===== config.mk =====
export PLATFORM = sky130hd
export DESIGN_NAME = stx_etx_escape_crc_deframer
export DESIGN_NICKNAME = d
export VERILOG_FILES = /design/src/secd_pkg.sv /design/src/secd_apb_regs.sv /design/src/secd_core.sv /design/src/stx_etx_escape_crc_deframer.sv
export VERILOG_INCLUDE_DIRS = /design/src /design/src/src
export SDC_FILE = /design/constraint.sdc
export NUM_CORES = 1
export LEC_CHECK = 0
export ABC_CLOCK_PERIOD_IN_PS = 6170
export BUFFER_PORTS_ARGS = -buffer_cell sky130_fd_sc_hd__buf_2
export CORE_MARGIN = 1
export CORE_UTILIZATION = 60
export CTS_CLUSTER_DIAMETER = 150
export CTS_CLUSTER_SIZE = 40
export DETAILED_ROUTE_END_ITERATION = 10
export PLACE_DENSITY = 0.79
export SYNTH_ARGS = -nofsm -noshare
export SYNTH_HDL_FRONTEND = slang
export SYNTH_HIERARCHICAL = 1
export SYNTH_SLANG_ARGS = --single-unit

===== constraint.sdc =====
create_clock -name aclk -period 6.17 [get_ports aclk]
set_input_delay 0.617 -clock aclk [delete_from_list [all_inputs] [get_ports aclk]]
set_output_delay 0.617 -clock aclk [all_outputs]
set_load 0.01 [all_outputs]

===== src/stx_etx_escape_crc_deframer_assert.svh =====
// Assertion macros shared by the deframer modules.
`ifndef STX_ETX_ESCAPE_CRC_DEFRAMER_ASSERT_SVH
`define STX_ETX_ESCAPE_CRC_DEFRAMER_ASSERT_SVH

// Checks that the consequent holds in the same cycle as the antecedent.
`define SECD_ASSERT_SAME(name, clk, rst_n, ante, cons) \
    name: assert property (@(posedge clk) disable iff (!(rst_n)) (ante) |-> (cons)) \
        else $error("deframer check failed");

// Checks that the consequent holds in the cycle after the antecedent.
`define SECD_ASSERT_NEXT(name, clk, rst_n, ante, cons) \
    name: assert property (@(posedge clk) disable iff (!(rst_n)) (ante) |=> (cons)) \
        else $error("deframer check failed");

`endif


===== src/secd_pkg.sv =====
package secd_pkg;

    // Frame limit in collected bytes, check digits included.
    localparam int MAX_FRAME = 2048;
    localparam int LEN_W     = $clog2(MAX_FRAME + 1);

    // Hold-back line depth and the width of its fill count.
    localparam int HOLD_DEPTH = 4;
    localparam int FILL_W     = $clog2(HOLD_DEPTH + 1);
    localparam int HOLD_IDX_W = $clog2(HOLD_DEPTH);

    // Configuration port geometry.
    localparam int DATA_W    = 32;
    localparam int REG_IDX_W = 2;
    localparam int ADDR_W    = REG_IDX_W + 2;

    localparam logic [REG_IDX_W-1:0] REG_CRC_POLY    = 2'd0;
    localparam logic [REG_IDX_W-1:0] REG_CRC_INIT    = 2'd1;
    localparam logic [REG_IDX_W-1:0] REG_CRC_XOROUT  = 2'd2;
    localparam logic [REG_IDX_W-1:0] REG_CRC_REFLECT = 2'd3;

    localparam logic [15:0] CRC_POLY_RESET    = 16'h8005;
    localparam logic [15:0] CRC_INIT_RESET    = 16'h0000;
    localparam logic [15:0] CRC_XOROUT_RESET  = 16'h0000;
    localparam logic        CRC_REFLECT_RESET = 1'b1;

    // Framing characters.
    localparam logic [7:0] BYTE_STX  = 8'd2;
    localparam logic [7:0] BYTE_ETX  = 8'd3;
    localparam logic [7:0] BYTE_ESC  = 8'd27;
    localparam logic [7:0] BYTE_DASH = 8'h2D;

    // End-of-frame status codes.
    localparam int STATUS_W = 3;
    localparam logic [STATUS_W-1:0] ST_OK      = 3'd0;
    localparam logic [STATUS_W-1:0] ST_BADCRC  = 3'd1;
    localparam logic [STATUS_W-1:0] ST_ABORT   = 3'd2;
    localparam logic [STATUS_W-1:0] ST_OVERRUN = 3'd3;
    localparam logic [STATUS_W-1:0] ST_SHORT   = 3'd4;

    typedef enum logic [1:0] {
        MODE_HUNT    = 2'd0,
        MODE_COLLECT = 2'd1,
        MODE_ESCAPE  = 2'd2
    } mode_t;

    typedef struct packed {
        logic [15:0] poly;
        logic [15:0] init;
        logic [15:0] xorout;
        logic        reflect;
    } cfg_t;

    typedef struct packed {
        logic [7:0]          payload_byte;
        logic                frame_end;
        logic [STATUS_W-1:0] frame_status;
    } res_t;

    function automatic logic [7:0] rev8(input logic [7:0] v);
        logic [7:0] r;
        for (int i = 0; i < 8; i++) begin
            r[i] = v[7 - i];
        end
        return r;
    endfunction

    function automatic logic [15:0] rev16(input logic [15:0] v);
        logic [15:0] r;
        for (int i = 0; i < 16; i++) begin
            r[i] = v[15 - i];
        end
        return r;
    endfunction

    // One byte through the MSB-first CRC-16 register.
    function automatic logic [15:0] crc_byte(input logic [15:0] crc, input logic [7:0] data,
                                             input logic [15:0] poly, input logic reflect);
        logic [15:0] c;
        logic [7:0]  d;
        d = reflect ? rev8(data) : data;
        c = crc ^ {d, 8'h00};
        for (int i = 0; i < 8; i++) begin
            c = c[15] ? ({c[14:0], 1'b0} ^ poly) : {c[14:0], 1'b0};
        end
        return c;
    endfunction

    // ASCII hex digit decode: bit 4 marks a valid digit, bits 3:0 hold its value.
    function automatic logic [4:0] hex_nibble(input logic [7:0] ch);
        logic [4:0] r;
        if (ch >= 8'h30 && ch <= 8'h39) begin
            r = {1'b1, 4'(ch - 8'h30)};
        end else if (ch >= 8'h41 && ch <= 8'h46) begin
            r = {1'b1, 4'(ch - 8'h37)};
        end else if (ch >= 8'h61 && ch <= 8'h66) begin
            r = {1'b1, 4'(ch - 8'h57)};
        end else begin
            r = 5'd0;
        end
        return r;
    endfunction

endpackage


===== src/secd_apb_regs.sv =====
module secd_apb_regs
    import secd_pkg::*;
(
    input  logic              aclk,
    input  logic              aresetn,
    input  logic              psel,
    input  logic              penable,
    input  logic              pwrite,
    input  logic [ADDR_W-1:0] paddr,
    input  logic [DATA_W-1:0] pwdata,
    output logic [DATA_W-1:0] prdata,
    output logic              pready,
    output cfg_t              cfg
);

    cfg_t                 cfg_reg;
    logic                 wr_en;
    logic [REG_IDX_W-1:0] reg_idx;

    assign pready  = 1'b1;
    assign wr_en   = psel && penable && pwrite && pready;
    assign reg_idx = paddr[ADDR_W-1:2];
    assign cfg     = cfg_reg;

    // Register writes complete in the access phase of a transfer.
    always_ff @(posedge aclk) begin
        if (!aresetn) begin
            cfg_reg.poly    <= CRC_POLY_RESET;
            cfg_reg.init    <= CRC_INIT_RESET;
            cfg_reg.xorout  <= CRC_XOROUT_RESET;
            cfg_reg.reflect <= CRC_REFLECT_RESET;
        end else if (wr_en) begin
            unique case (reg_idx)
                REG_CRC_POLY:    cfg_reg.poly    <= pwdata[15:0];
                REG_CRC_INIT:    cfg_reg.init    <= pwdata[15:0];
                REG_CRC_XOROUT:  cfg_reg.xorout  <= pwdata[15:0];
                REG_CRC_REFLECT: cfg_reg.reflect <= pwdata[0];
                default: ;
            endcase
        end
    end

    // Read data mux.
    always_comb begin
        unique case (reg_idx)
            REG_CRC_POLY:    prdata = {16'd0, cfg_reg.poly};
            REG_CRC_INIT:    prdata = {16'd0, cfg_reg.init};
            REG_CRC_XOROUT:  prdata = {16'd0, cfg_reg.xorout};
            REG_CRC_REFLECT: prdata = {31'd0, cfg_reg.reflect};
            default:         prdata = '0;
        endcase
    end

endmodule


===== src/secd_core.sv =====
`include "stx_etx_escape_crc_deframer_assert.svh"

module secd_core
    import secd_pkg::*;
(
    input  logic       aclk,
    input  logic       aresetn,
    input  logic       step,
    input  logic [7:0] rx_byte,
    input  cfg_t       cfg,
    output logic       res_valid,
    output res_t       res
);

    mode_t             mode_reg, mode_next;
    logic [7:0]        line_reg [HOLD_DEPTH];
    logic [7:0]        line_next [HOLD_DEPTH];
    logic [FILL_W-1:0] fill_reg, fill_next;
    logic [LEN_W-1:0]  len_reg, len_next;
    logic [15:0]       crc_reg, crc_next;

    logic        is_stx, is_etx, is_esc, is_ctrl;
    logic        in_collect, in_escape, in_hunt;
    logic        start_frame, abort, etx, take, overrun, accept, shift_out;
    logic        line_full;
    logic        all_dash, hex_ok;
    logic [15:0] msg, calc;
    logic [4:0]  nib [HOLD_DEPTH];
    logic [STATUS_W-1:0] end_status;

    // Byte classification and decode of the current transfer.
    assign is_stx     = rx_byte == BYTE_STX;
    assign is_etx     = rx_byte == BYTE_ETX;
    assign is_esc     = rx_byte == BYTE_ESC;
    assign is_ctrl    = is_stx || is_etx || is_esc;
    assign in_collect = mode_reg == MODE_COLLECT;
    assign in_escape  = mode_reg == MODE_ESCAPE;
    assign in_hunt    = !in_collect && !in_escape;
    assign line_full  = fill_reg == FILL_W'(HOLD_DEPTH);

    assign abort       = step && in_collect && is_stx;
    assign start_frame = step && is_stx && (in_collect || in_hunt);
    assign etx         = step && in_collect && is_etx;
    assign take        = step && (in_escape || (in_collect && !is_ctrl));
    assign overrun     = take && (len_reg >= LEN_W'(MAX_FRAME));
    assign accept      = take && !overrun;
    assign shift_out   = accept && line_full;

    // Check field decode: dashes, four hex digits, and the CRC to compare.
    always_comb begin
        all_dash = 1'b1;
        hex_ok   = 1'b1;
        for (int i = 0; i < HOLD_DEPTH; i++) begin
            nib[i]   = hex_nibble(line_reg[i]);
            all_dash = all_dash && (line_reg[i] == BYTE_DASH);
            hex_ok   = hex_ok && nib[i][4];
        end
        msg  = {nib[0][3:0], nib[1][3:0], nib[2][3:0], nib[3][3:0]};
        calc = (cfg.reflect ? rev16(crc_reg) : crc_reg) ^ cfg.xorout;
        if (!line_full) begin
            end_status = ST_SHORT;
        end else if (all_dash) begin
            end_status = ST_OK;
        end else if (!hex_ok) begin
            end_status = ST_BADCRC;
        end else begin
            end_status = (msg == calc) ? ST_OK : ST_BADCRC;
        end
    end

    // Next parse mode.
    always_comb begin
        mode_next = mode_reg;
        if (step) begin
            unique case (mode_reg)
                MODE_COLLECT: begin
                    if (is_stx) begin
                        mode_next = MODE_COLLECT;
                    end else if (is_etx) begin
                        mode_next = MODE_HUNT;
                    end else if (is_esc) begin
                        mode_next = MODE_ESCAPE;
                    end else if (overrun) begin
                        mode_next = MODE_HUNT;
                    end
                end
                MODE_ESCAPE: begin
                    mode_next = overrun ? MODE_HUNT : MODE_COLLECT;
                end
                default: begin
                    mode_next = is_stx ? MODE_COLLECT : MODE_HUNT;
                end
            endcase
        end
    end

    // Result and datapath updates.
    always_comb begin
        line_next = line_reg;
        fill_next = fill_reg;
        len_next  = len_reg;
        crc_next  = crc_reg;
        res_valid = abort || etx || overrun || shift_out;
        res       = '0;
        priority if (abort) begin
            res.frame_end    = 1'b1;
            res.frame_status = ST_ABORT;
        end else if (etx) begin
            res.frame_end    = 1'b1;
            res.frame_status = end_status;
        end else if (overrun) begin
            res.frame_end    = 1'b1;
            res.frame_status = ST_OVERRUN;
        end else if (shift_out) begin
            res.payload_byte = line_reg[0];
        end else begin
            res = '0;
        end
        if (start_frame) begin
            for (int i = 0; i < HOLD_DEPTH; i++) begin
                line_next[i] = 8'd0;
            end
            fill_next = '0;
            len_next  = '0;
            crc_next  = cfg.init;
        end else if (accept) begin
            len_next = len_reg + 1'b1;
            if (line_full) begin
                for (int i = 0; i < HOLD_DEPTH - 1; i++) begin
                    line_next[i] = line_reg[i + 1];
                end
                line_next[HOLD_DEPTH - 1] = rx_byte;
                crc_next = crc_byte(crc_reg, line_reg[0], cfg.poly, cfg.reflect);
            end else begin
                line_next[fill_reg[HOLD_IDX_W-1:0]] = rx_byte;
                fill_next = fill_reg + 1'b1;
            end
        end
    end

    // Control state.
    always_ff @(posedge aclk) begin
        if (!aresetn) begin
            mode_reg <= MODE_HUNT;
            fill_reg <= '0;
            len_reg  <= '0;
        end else begin
            mode_reg <= mode_next;
            fill_reg <= fill_next;
            len_reg  <= len_next;
        end
    end

    // Hold-back bytes and running CRC.
    always_ff @(posedge aclk) begin
        line_reg <= line_next;
        crc_reg  <= crc_next;
    end

    `SECD_ASSERT_SAME(a_fill_bound, aclk, aresetn, 1'b1, fill_reg <= FILL_W'(HOLD_DEPTH))
    `SECD_ASSERT_SAME(a_len_bound, aclk, aresetn, 1'b1, len_reg <= LEN_W'(MAX_FRAME))
    `SECD_ASSERT_SAME(a_payload_full, aclk, aresetn, res_valid && !res.frame_end, line_full)

endmodule


===== src/stx_etx_escape_crc_deframer.sv =====
// STX/ETX byte-stuffed frame receiver with a configurable CRC-16 check.
// Raw serial bytes arrive on the s_ channel (s_valid, s_ready, s_rx_byte).
// Results leave on the m_ channel: a payload byte (m_frame_end low) or an
// end-of-frame status (m_frame_end high, m_frame_status: 0 ok, 1 CRC
// mismatch or bad hex, 2 aborted, 3 overrun, 4 too short).
// The CRC registers sit on the APB port: poly at 0x0, init at 0x4, xorout
// at 0x8, reflect at 0xC. Write them only while no frame is in flight.
// Each accepted byte is held in an input register, decoded combinationally,
// and any result lands in the output register, from which it appears on
// the m_ channel. One byte is taken every cycle while m_ready keeps the
// output register free; the byte-wide CRC update and the check field
// decode set the clock path.
// Payload bytes trail the line by four bytes, since the last four bytes of
// a frame are the check digits.
// Reset returns the parser to hunting for STX and loads the register
// defaults (poly 0x8005, init 0, xorout 0, reflect 1).
// When the receiver stalls, the output register holds its result and one
// more byte can wait in the input register; s_ready then drops.
`include "stx_etx_escape_crc_deframer_assert.svh"

module stx_etx_escape_crc_deframer
    import secd_pkg::*;
(
    input  logic                aclk,
    input  logic                aresetn,
    input  logic                psel,
    input  logic                penable,
    input  logic                pwrite,
    input  logic [ADDR_W-1:0]   paddr,
    input  logic [DATA_W-1:0]   pwdata,
    output logic [DATA_W-1:0]   prdata,
    output logic                pready,
    input  logic                s_valid,
    output logic                s_ready,
    input  logic [7:0]          s_rx_byte,
    output logic                m_valid,
    input  logic                m_ready,
    output logic [7:0]          m_payload_byte,
    output logic                m_frame_end,
    output logic [STATUS_W-1:0] m_frame_status
);

    cfg_t       cfg;
    logic       in_valid_reg, in_valid_next;
    logic [7:0] in_byte_reg;
    logic       out_valid_reg, out_valid_next;
    res_t       out_res_reg;
    logic       out_free, advance, core_valid;
    res_t       core_res;

    secd_apb_regs u_regs (
        .aclk    (aclk),
        .aresetn (aresetn),
        .psel    (psel),
        .penable (penable),
        .pwrite  (pwrite),
        .paddr   (paddr),
        .pwdata  (pwdata),
        .prdata  (prdata),
        .pready  (pready),
        .cfg     (cfg)
    );

    secd_core u_core (
        .aclk      (aclk),
        .aresetn   (aresetn),
        .step      (advance),
        .rx_byte   (in_byte_reg),
        .cfg       (cfg),
        .res_valid (core_valid),
        .res       (core_res)
    );

    // The held byte moves on whenever the output register can take a result.
    assign out_free       = !out_valid_reg || m_ready;
    assign advance        = in_valid_reg && out_free;
    assign s_ready        = !in_valid_reg || advance;
    assign in_valid_next  = s_valid && s_ready ? 1'b1 : (advance ? 1'b0 : in_valid_reg);
    assign out_valid_next = out_free ? (advance && core_valid) : out_valid_reg;

    // Handshake state for both registers.
    always_ff @(posedge aclk) begin
        if (!aresetn) begin
            in_valid_reg  <= 1'b0;
            out_valid_reg <= 1'b0;
        end else begin
            in_valid_reg  <= in_valid_next;
            out_valid_reg <= out_valid_next;
        end
    end

    // Payload of the input and output registers.
    always_ff @(posedge aclk) begin
        if (s_valid && s_ready) begin
            in_byte_reg <= s_rx_byte;
        end
        if (advance && core_valid) begin
            out_res_reg <= core_res;
        end
    end

    assign m_valid        = out_valid_reg;
    assign m_payload_byte = out_res_reg.payload_byte;
    assign m_frame_end    = out_res_reg.frame_end;
    assign m_frame_status = out_res_reg.frame_status;

    `SECD_ASSERT_SAME(a_payload_status, aclk, aresetn,
                      m_valid && !m_frame_end, m_frame_status == ST_OK)
    `SECD_ASSERT_SAME(a_end_no_byte, aclk, aresetn,
                      m_valid && m_frame_end, m_payload_byte == 8'd0)
    `SECD_ASSERT_NEXT(a_in_hold, aclk, aresetn,
                      in_valid_reg && !advance, in_valid_reg && $stable(in_byte_reg))

endmodule


==> results of run 1 <==
==> cells in the final DEF, fill, tap and decap left out, types with 14 or more instances in the layout <==
| master | synthesis | layout |
|---|---|---|
| nand2_1 | 193 | 193 |
| mux2i_1 | 109 | 109 |
| dfxtp_1 | 100 | 99 |
| xnor2_1 | 94 | 94 |
| o21ai_0 | 91 | 91 |
| nor2_1 | 84 | 84 |
| buf_2 | 11 | 62 |
| edfxtp_1 | 36 | 36 |
| a211oi_1 | 29 | 29 |
| nor3_1 | 26 | 26 |
| inv_1 | 25 | 25 |
| nand3_1 | 25 | 25 |
| a21oi_1 | 23 | 23 |
| buf_4 | 23 | 21 |
| and3_1 | 21 | 21 |
| clkbuf_16 | 0 | 20 |
| ha_1 | 20 | 20 |
| xor2_1 | 19 | 19 |
| nand3b_1 | 17 | 17 |
| conb_1 | 2 | 17 |
| o211ai_1 | 14 | 14 |
==> worst min path at each step <==
| stage | start | end | slack (ns) | cells after the start |
|---|---|---|---|---|
| 2_1_floorplan | u_regs/cfg[36]$_SDFFE_PN0P_ | u_regs/cfg[36]$_SDFFE_PN0P_ | 0.45 | 2 |
| 3_3_place_gp | u_regs/cfg[30]$_SDFFE_PN0P_ | u_regs/cfg[30]$_SDFFE_PN0P_ | 0.46 | 2 |
| 5_1_grt | s_rx_byte[1] | in_byte_reg[1]$_DFFE_PP_ | 0.35 | 1 |
| 6_report | s_rx_byte[3] | in_byte_reg[3]$_DFFE_PP_ | 0.37 | 1 |
| 3_5_place_dp | u_regs/cfg[19]$_SDFFE_PN0P_ | u_regs/cfg[19]$_SDFFE_PN0P_ | 0.47 | 2 |
| 4_1_cts | s_rx_byte[1] | in_byte_reg[1]$_DFFE_PP_ | 0.36 | 1 |
==> area by class of cell <==
cell class / instances / area (um^2) / share of cell area
Sequential cell: 136 / 3080 / 0.273
Tap cell: 220 / 275 / 0.0243
Clock buffer: 24 / 536 / 0.0474
Clock inverter: 8 / 78.8 / 0.00697
Timing Repair Buffer: 83 / 468 / 0.0414
Multi-Input combinational cell: 976 / 6770 / 0.598
Inverter: 26 / 97.6 / 0.00863
==> cell families (layout without fill, tap and decap cells) <==
kind of cell,count (synthesis),in the layout,share of synthesized area
adders and majority gates,20,20,0.0241
AOI/OAI and AO/OA,243,243,0.156
buffers and inverters,130,141,0.0587
other,2,17,0.000722
xor gates and xnor gates,132,132,0.135
and+or+nand+nor,440,440,0.204
muxes,124,124,0.125
DFF,136,136,0.297
==> metal layers <==
| metal | track usage | vias up | part of all wire |
|---|---|---|---|
| met5 | 0 | - | 0 |
| met4 | 0.0922 | 0 | 0.018 |
| met3 | 0.0605 | 40 | 0.086 |
| met2 | 0.474 | 480 | 0.45 |
| met1 | 0.421 | 4323 | 0.45 |
| li1 | - | 4332 | - |
==> power by group through the flow <==
| stage | Sequential (mW) | Clock (mW) | Combinational, mW |
|---|---|---|---|
| 2_1_floorplan | 1.03 | 0 | 1.30 |
| 3_3_place_gp | 1.07 | 0 | 1.56 |
| 3_5_place_dp | 1.07 | 0 | 1.59 |
| 4_1_cts | 1.05 | 1.04 | 1.61 |
| 5_1_grt | 1.06 | 1.08 | 1.75 |
| 6_report | 1.05 | 1.03 | 1.65 |
==> worst register-to-register path: stages, from the launching register on <==
cell,delay [ns]
dfxtp_1,0.58
buf_4,0.45
mux2i_1,0.27
xnor2_1,0.15
or4_1,0.70
and2_4,0.29
a22o_1,0.28
nor2_4,0.29
xnor3_1,0.41
a22oi_1,0.23
and3_1,0.57
o21ai_0,0.20
xnor3_1,0.24
mux2_2,0.27
==> per-stage QoR <==
stage          hold WS, ns  worst slack [ns]  utilization
2_1_floorplan        0.446              1.83            -
3_3_place_gp         0.458              1.14        0.638
3_5_place_dp         0.470              1.06        0.638
4_1_cts              0.361              1.03        0.675
5_1_grt              0.350             0.797        0.675
6_report             0.371             0.965        0.675
==> run summary, run 1 <==
status = finished clean
P_int = 2.34 mW
share of layout cells above drive strength 1 = 0.127
Net Sw Frac = 0.372
Crit. End Element = register
Synth top cells by count = 193 x nand2_1, 109 x mux2i_1, 100 x dfxtp_1
max incr delay on CP = 0.70 ns
PortBufs = 62
CP max-delay cell = or4_1
number of max-cap violations = 0
Detailed Route Iter0 Violations = 994
Crit Path Class = reg2reg
Critical Path AT = 5.37 ns
combinational group share of total power = 0.441
full die area = 0.0179 mm^2
clock network power share = 0.276
WP depth = 13
final wirelength = 27,100 um
worst setup path start = u_regs/cfg[0]$_SDFFE_PN1P_
P per Cell Area = 330 mW/mm^2
TritonCTS clock tree = done
Area contributors post-synth = dfxtp_1 19%, mux2i_1 10%, edfxtp_1 10%, xnor2_1 7.9%, nand2_1 7.0%
1st-pass router iterations = 6
Std-Cell Rows = 47
element type at the critical path start = register
Die Ht = 134 um
vias in the first global route = 8,167
Post-synth EDFFs = 36
Yosys reg bits = 136
Worst-Margin Slew = 1.21 ns
Final Max Tran Viols = 0
clock skew = 0.00839 ns
most frequent cell after synthesis = nand2_1
Worst slew margin = 0.194
Reg-to-Reg End = u_core/crc_reg[6]$_DFFE_PP_
Syn Area/Cell = 8.47 um^2
Seq/Total Area, Yosys = 0.297
Nets = 1,311
vias per cell = 6.23
Post-Place Cells = 1,441
final number of setup-violating endpoints = 0
Initial Utilization = 0.620
first-pass GRT wire length = 42,800 um
Filler cells = 1,315
Finished Cell Area = 0.0113 mm^2
Synth area leader = dfxtp_1
Netlist cell types = 93
worst path required time = 6.33 ns
cts repair resizes = 0
Net Sw Power = 1.39 mW
gr ovfl total = 0
fraction of registers with async set/reset = 0
flip-flop count of the largest register after layout = 49
CP bufs+invs = 1
fin crit share = 0.844
I/O Pins = 98
initial antenna violation count = 0
number of warning messages in the yosys log = 6
final hold vios = 0
Syn Inst Count = 1,227
Top delay family on crit path = simple AND/OR/NAND/NOR gates
post-cts hold buffer count = 0
min Tclk post-route = 5.21 ns
GP Congestion = 0.889
CTS H-tree depth = 4
most common flop cell mapped by yosys = dfxtp_1
wire per inst = 18.4 um
Die X = 134 um
R2R Path Start = u_regs/cfg[0]$_SDFFE_PN1P_
most used cell, CP = xnor3_1
Yosys top cell area share = 0.193
R2R cell count = 13
routed via count = 9,175
P&R area growth vs syn = 8.75%
clk buf depth = 2
Core Area = 0.0168 mm^2
RSZ-0062 raised after global routing = no
Max Freq = 192 MHz
register share of total power = 0.282
Clock Sink Count = 136
Crit Path Max Fanout = 24
worst vdd ir = 0.264 mV
GR Util All Layers = 0.303
final std cells w/o fill = 1,473
Post-Synthesis Cell Area = 0.0104 mm^2
Worst-path clk slew = 0.06 ns
Num CTS Buffers = 17
DP Wirelength = 18,700 um
ANT nets after route = 0
CP cell instances = buf_4 -> mux2i_1 -> xnor2_1 -> or4_1 -> and2_4 -> a22o_1 -> nor2_4 -> xnor3_1 -> a22oi_1 -> and3_1 -> o21ai_0 -> xnor3_1 -> mux2_2
CTS root buf = clkbuf_16
Worst-Skew Late Latency = 0.42 ns
Post-CTS Setup Bufs = 0
CP endpoint = u_core/crc_reg[6]$_DFFE_PP_
largest net degree at the start of global routing = 72
worst hold path type = in2reg
R2R setup slack = 0.96 ns
Ant. Diodes = 0
drt drc = 0
leakage power = 4.49 nW
setup TNS = 0 ns
overall power = 3.73 mW
Cell Area, Placed = 0.0107 mm^2
Note: power is estimated with default switching activity, not from simulation.
==> run 2: changes to the inputs <==
--- a/config.mk
+++ b/config.mk
@@ -6,7 +6,7 @@
 export SDC_FILE = /design/constraint.sdc
 export NUM_CORES = 1
 export LEC_CHECK = 0
-export ABC_CLOCK_PERIOD_IN_PS = 6170
+export ABC_CLOCK_PERIOD_IN_PS = 5300
 export BUFFER_PORTS_ARGS = -buffer_cell sky130_fd_sc_hd__buf_2
 export CORE_MARGIN = 1
 export CORE_UTILIZATION = 60
==> constraint.sdc (replaced) <==
create_clock -name aclk -period 5.3 [get_ports aclk]
set_input_delay 0.53 -clock aclk [delete_from_list [all_inputs] [get_ports aclk]]
set_output_delay 0.53 -clock aclk [all_outputs]
set_load 0.01 [all_outputs]
==> run 2 against run 1 <==
Net effect:
- non-clock buffer count is 4 higher
- register-to-register slack worse by 0.67 ns
- clock skew is 0.0012 ns higher
- clock power is 13% higher
- worst setup slack worse by 0.67 ns
- sequential power is 17% higher
- power is 16% higher
- final area hardly changed
- hold slack worse by 0.10 ns
==> run summary, run 2 (synthesis gave the netlist of run 1 again) <==
Num CTS Buffers = 17 (unchanged)
1st-pass router iterations = 5 (was 6)
Worst-path clk slew = 0.06 ns (about the same)
CTS H-tree depth = 4 (unchanged)
most frequent cells in the layout = 193 x nand2_1, 109 x mux2i_1, 99 x dfxtp_1, 94 x xnor2_1, 91 x o21ai_0 (unchanged)
first-pass GRT wire length = 43,300 um (was 42,800 um)
status = finished clean (unchanged)
largest net degree at the start of global routing = 57 (was 72)
final wirelength = 26,700 um (was 27,100 um)
area of the multi-input gates = 0.00677 mm^2 (unchanged)
Finished Cell Area = 0.0113 mm^2 (about the same)
P_int = 2.67 mW (was 2.34 mW)
initial antenna violation count = 0 (unchanged)
register area = 0.00308 mm^2 (unchanged)
final std cells w/o fill = 1,477 (was 1,473)
Filler cells = 1,329 (was 1,315)
final number of setup-violating endpoints = 0 (unchanged)
P&R area growth vs syn = 8.83% (was 8.75%)
gr ovfl total = 0 (unchanged)
wire per inst = 18.1 um (was 18.4 um)
CP max-delay cell = or4_1 (unchanged)
leakage power = 4.50 nW (was 4.49 nW)
Critical Path AT = 5.18 ns (was 5.37 ns)
Core Area = 0.0168 mm^2 (unchanged)
ANT nets after route = 0 (unchanged)
Hold WS = 0.271 ns (was 0.371 ns)
Worst-Skew Late Latency = 0.43 ns (was 0.42 ns)
Post-CTS Setup Bufs = 0 (unchanged)
clock skew = 0.00955 ns (was 0.00839 ns)
clock network power share = 0.267 (was 0.276)
R2R setup slack = 0.30 ns (was 0.96 ns)
DP Wirelength = 18,800 um (was 18,700 um)
clk buf depth = 2 (unchanged)
setup TNS = 0 ns (unchanged)
min Tclk post-route = 5.00 ns (was 5.21 ns)
GP Congestion = 0.891 (was 0.889)
RSZ-0062 raised after global routing = no (unchanged)
most common cell after layout, fill and taps aside = nand2_1 (unchanged)
worst path required time = 5.48 ns (was 6.33 ns)
Final Max Tran Viols = 0 (unchanged)
Die X = 134 um (unchanged)
cts repair resizes = 0 (unchanged)
Crit Path Class = reg2reg (unchanged)
Net Sw Frac = 0.386 (was 0.372)
vias per cell = 6.18 (was 6.23)
Crit. End Element = register (unchanged)
max incr delay on CP = 0.66 ns (was 0.70 ns)
worst hold path type = in2reg (unchanged)
share of layout cells above drive strength 1 = 0.130 (was 0.127)
Ant. Diodes = 0 (unchanged)
worst vdd ir = 0.246 mV (was 0.264 mV)
CP cell instances = mux2i_4 -> xor2_2 -> nor3_2 -> or4_1 -> and2_4 -> a22o_1 -> nor2_4 -> xnor3_1 -> a22oi_1 -> and3_1 -> o21ai_0 -> xor3_1 -> mux2_2 (was buf_4 -> mux2i_1 -> xnor2_1 -> or4_1 -> and2_4 -> a22o_1 -> nor2_4 -> xnor3_1 -> a22oi_1 -> and3_1 -> o21ai_0 -> xnor3_1 -> mux2_2)
Nets = 1,315 (was 1,311)
Std-Cell Rows = 47 (unchanged)
flip-flop count of the largest register after layout = 49 (unchanged)
full die area = 0.0179 mm^2 (unchanged)
CP bufs+invs = 0 (was 1)
element type at the critical path start = register (unchanged)
fin crit share = 0.944 (was 0.844)
Crit Path Max Fanout = 15 (was 24)
final hold vios = 0 (unchanged)
drt drc = 0 (unchanged)
combinational group share of total power = 0.450 (was 0.441)
Clock Sink Count = 136 (unchanged)
CTS root buf = clkbuf_16 (unchanged)
Die Ht = 134 um (unchanged)
Detailed Route Iter0 Violations = 921 (was 994)
post-cts hold buffer count = 0 (unchanged)
I/O Pins = 98 (unchanged)
Max Freq = 200 MHz (was 192 MHz)
TritonCTS clock tree = done (unchanged)
Post-Place Cells = 1,445 (was 1,441)
Worst-Margin Slew = 1.17 ns (was 1.21 ns)
Cell Area, Placed = 0.0107 mm^2 (about the same)
P per Cell Area = 383 mW/mm^2 (was 330 mW/mm^2)
Top delay family on crit path = simple AND/OR/NAND/NOR gates (unchanged)
PortBufs = 62 (unchanged)
routed via count = 9,129 (was 9,175)
GR Util All Layers = 0.306 (was 0.303)
number of max-cap violations = 0 (unchanged)
vias in the first global route = 8,243 (was 8,167)
Net Sw Power = 1.67 mW (was 1.39 mW)
Initial Utilization = 0.620 (unchanged)
Worst slew margin = 0.220 (was 0.194)
register share of total power = 0.283 (was 0.282)
-- run 2: cell types whose count changed in the layout (fill, tap and decap cells not counted) --
cell / change
inv_6: +2
clkbuf_16: -3
clkbuf_8: -1
clkinv_1: +2
inv_8: +3
clkinv_2: -2
inv_4: -2
clkinv_4: +3
buf_12: +1
buf_4: +3
clkbuf_1: -2
-- run 2: power by group through the flow --
stage | clock, mW | combinational, mW | sequential (mW)
final | 1.16 | 1.95 | 1.23
after global routing | 1.22 | 2.08 | 1.23
after CTS | 1.16 | 1.91 | 1.23
after detailed placement | 0 | 1.90 | 1.25
after global placement | 0 | 1.86 | 1.25
after floorplan | 0 | 1.52 | 1.20
-- run 2: metrics by stage --
stage                     utilization  setup slack, ns  power [mW]
after floorplan                     -            0.963        2.72
after global placement          0.640            0.455        3.11
after detailed placement        0.640            0.399        3.14
after CTS                       0.675            0.358        4.30
after global routing            0.675           0.0673        4.54
final                           0.675            0.298        4.34
-- run 2: layout make-up --
class,count,area share
Inverter,26,0.00863
Timing Repair Buffer,87,0.0451
Sequential cell,136,0.273
Clock inverter,14,0.0125
Tap cell,220,0.0243
Clock buffer,18,0.0388
Multi-Input combinational cell,976,0.598
-- run 2: metal layers --
layer	part of all wire	global-route usage
met5	0	0
met4	0.022	0.109
met3	0.076	0.0472
met2	0.44	0.465
met1	0.46	0.438
-- run 2: worst paths after layout --
| kind | from | to | cells after the start |
|---|---|---|---|
| worst max-delay path | u_regs/cfg[0]$_SDFFE_PN1P_ | u_core/crc_reg[5]$_DFFE_PP_ | 13 |
| worst min register to register | u_regs/cfg[30]$_SDFFE_PN0P_ | u_regs/cfg[30]$_SDFFE_PN0P_ | 2 |
| worst max register to register | u_regs/cfg[0]$_SDFFE_PN1P_ | u_core/crc_reg[5]$_DFFE_PP_ | 13 |
| worst min-delay path | s_rx_byte[1] | in_byte_reg[1]$_DFFE_PP_ | 1 |
==> run 3: changes to the inputs <==
--- a/config.mk
+++ b/config.mk
@@ -14,6 +14,7 @@
 export CTS_CLUSTER_SIZE = 40
 export DETAILED_ROUTE_END_ITERATION = 10
 export PLACE_DENSITY = 0.79
+export REMOVE_ABC_BUFFERS = 1
 export SYNTH_ARGS = -nofsm -noshare
 export SYNTH_HDL_FRONTEND = slang
 export SYNTH_HIERARCHICAL = 1
==> run 3 against run 2 <==
Net effect:
- sequential share of layout area is 0.17 points lower
- via count is 0.27% higher
- critical path depth stayed put
- die area stayed put
- final cell count stayed put
- final area is 0.64% higher
- clock skew hardly changed
- highest routed layer unchanged
==> run summary, run 3 (synthesis gave the netlist of run 1 again) <==
status = finished clean (unchanged)
gr ovfl total = 0 (unchanged)
Std-Cell Rows = 47 (unchanged)
worst vdd ir = 0.281 mV (was 0.246 mV)
most common cell after layout, fill and taps aside = nand2_1 (unchanged)
DP Wirelength = 19,000 um (was 18,800 um)
drt drc = 0 (unchanged)
min Tclk post-route = 5.11 ns (was 5.00 ns)
P per Cell Area = 397 mW/mm^2 (was 383 mW/mm^2)
share of layout cells above drive strength 1 = 0.131 (was 0.130)
Detailed Route Iter0 Violations = 995 (was 921)
worst hold path type = in2reg (unchanged)
CTS H-tree depth = 4 (unchanged)
Worst-Margin Slew = 1.15 ns (was 1.17 ns)
P&R area growth vs syn = 9.53% (was 8.83%)
max incr delay on CP = 0.70 ns (was 0.66 ns)
vias in the first global route = 8,315 (was 8,243)
Finished Cell Area = 0.0114 mm^2 (was 0.0113 mm^2)
clk buf depth = 2 (unchanged)
overall power = 4.52 mW (was 4.34 mW)
ANT nets after route = 0 (unchanged)
Post-CTS Setup Bufs = 0 (unchanged)
first-pass GRT wire length = 44,000 um (was 43,300 um)
Nets = 1,315 (unchanged)
Crit. End Element = register (unchanged)
register share of total power = 0.272 (was 0.283)
post-cts hold buffer count = 0 (unchanged)
final std cells w/o fill = 1,477 (unchanged)
Clock Sink Count = 136 (unchanged)
final number of setup-violating endpoints = 0 (unchanged)
setup TNS = 0 ns (unchanged)
Critical Path AT = 5.28 ns (was 5.18 ns)
CP cell instances = mux2i_4 -> xor2_2 -> nor3_1 -> or4_1 -> and2_4 -> a22oi_1 -> a21oi_4 -> nor2_2 -> a311oi_1 -> a211oi_1 -> a211oi_1 -> o41ai_1 -> nor3_1 (was mux2i_4 -> xor2_2 -> nor3_2 -> or4_1 -> and2_4 -> a22o_1 -> nor2_4 -> xnor3_1 -> a22oi_1 -> and3_1 -> o21ai_0 -> xor3_1 -> mux2_2)
Crit Path Max Fanout = 20 (was 15)
final hold vios = 0 (unchanged)
PortBufs = 62 (unchanged)
combinational group share of total power = 0.436 (was 0.450)
leakage power = 4.53 nW (was 4.50 nW)
largest net degree at the start of global routing = 72 (was 57)
vias per cell = 6.20 (was 6.18)
GP Congestion = 0.937 (was 0.891)
initial antenna violation count = 0 (unchanged)
Worst-Skew Late Latency = 0.44 ns (was 0.43 ns)
Initial Utilization = 0.620 (unchanged)
Post-Place Cells = 1,445 (unchanged)
RSZ-0062 raised after global routing = no (unchanged)
Worst slew margin = 0.226 (was 0.220)
Die X = 134 um (unchanged)
worst path required time = 5.47 ns (was 5.48 ns)
routed via count = 9,154 (was 9,129)
element type at the critical path start = register (unchanged)
clock skew = 0.00985 ns (was 0.00955 ns)
cts repair resizes = 0 (unchanged)
CTS root buf = clkbuf_16 (unchanged)
Worst-path clk slew = 0.07 ns (was 0.06 ns)
full die area = 0.0179 mm^2 (unchanged)
R2R cell count = 13 (unchanged)
1st-pass router iterations = 6 (was 5)
Die Ht = 134 um (unchanged)
hold depth = 1 (unchanged)
CP max-delay cell = nor2_2 (was or4_1)
clock network power share = 0.292 (was 0.267)
Final Max Tran Viols = 0 (unchanged)
number of max-cap violations = 0 (unchanged)
Crit Path Class = reg2reg (unchanged)
Ant. Diodes = 0 (unchanged)
Net Sw Power = 1.76 mW (was 1.67 mW)
most frequent cells in the layout = 193 x nand2_1, 109 x mux2i_1, 99 x dfxtp_1, 94 x xnor2_1, 91 x o21ai_0 (unchanged)
fin crit share = 0.963 (was 0.944)
Core Area = 0.0168 mm^2 (unchanged)
TritonCTS clock tree = done (unchanged)
wire per inst = 19.0 um (was 18.1 um)
GR Util All Layers = 0.315 (was 0.306)
P_int = 2.76 mW (was 2.67 mW)
Cell Area, Placed = 0.0107 mm^2 (unchanged)
Net Sw Frac = 0.390 (was 0.386)
final wirelength = 28,000 um (was 26,700 um)
I/O Pins = 98 (unchanged)
Num CTS Buffers = 17 (unchanged)
flip-flop count of the largest register after layout = 49 (unchanged)
Max Freq = 196 MHz (was 200 MHz)
run 3: cell types whose count changed in the layout (fill, tap and decap cells not counted), sizes merged:
| cell | change |
|---|---|
| clkbuf | -1 |
| bufinv | +2 |
| inv | +1 |
| clkinv | -2 |
run 3: worst paths after layout:
path | endpoint | slack, ns | from
hold reg to reg | u_regs/cfg[28]$_SDFFE_PN0P_ | 0.48 | u_regs/cfg[28]$_SDFFE_PN0P_
hold / removal | in_byte_reg[6]$_DFFE_PP_ | 0.27 | s_rx_byte[6]
setup reg to reg | u_core/crc_reg[4]$_DFFE_PP_ | 0.19 | u_regs/cfg[0]$_SDFFE_PN1P_
setup / recovery | u_core/crc_reg[4]$_DFFE_PP_ | 0.19 | u_regs/cfg[0]$_SDFFE_PN1P_
run 3: through the flow:
stage | setup slack [ns] | hold slack [ns] | utilization
after global routing | 0.0114 | 0.266 | 0.679
after CTS | 0.320 | 0.265 | 0.679
after global placement | 0.465 | 0.463 | 0.640
after detailed placement | 0.397 | 0.470 | 0.640
after floorplan | -0.940 | 0.447 | -
final | 0.194 | 0.273 | 0.679
run 3: routing by layer:
metal / GRT usage / vias up / part of all wire
li1: - / 4336 / -
met1: 0.444 / 4347 / 0.44
met2: 0.480 / 417 / 0.45
met3: 0.0556 / 54 / 0.083
met4: 0.117 / 0 / 0.024
met5: 0 / - / 0
run 3: final cells by class:
class                   count  area [um^2]
well taps                 220          275
flip-flops and latches    136         3080
fillers                  1372         5370
repair buffers             87          510
clock buffers              17          425
clock inverters            15          228
inverters                  26         97.6
multi-input cells         976         6770
run 3: worst max-delay path, delay by kind of cell (launching register included):
kind | cells | cell delay [ns]
AND/OR/NAND/NOR | 5 | 1.87
AO/OA/AOI/OAI | 6 | 1.75
flip-flops | 1 | 0.51
multiplexers | 1 | 0.36
XOR/XNOR | 1 | 0.34
run 3: power by group through the flow:
stage,Combinational (mW),Clock [mW],Sequential [mW]
after floorplan,1.40,0,1.22
after global placement,1.86,0,1.25
after detailed placement,1.89,0,1.25
after CTS,1.92,1.32,1.23
after global routing,2.10,1.37,1.24
final,1.97,1.32,1.23
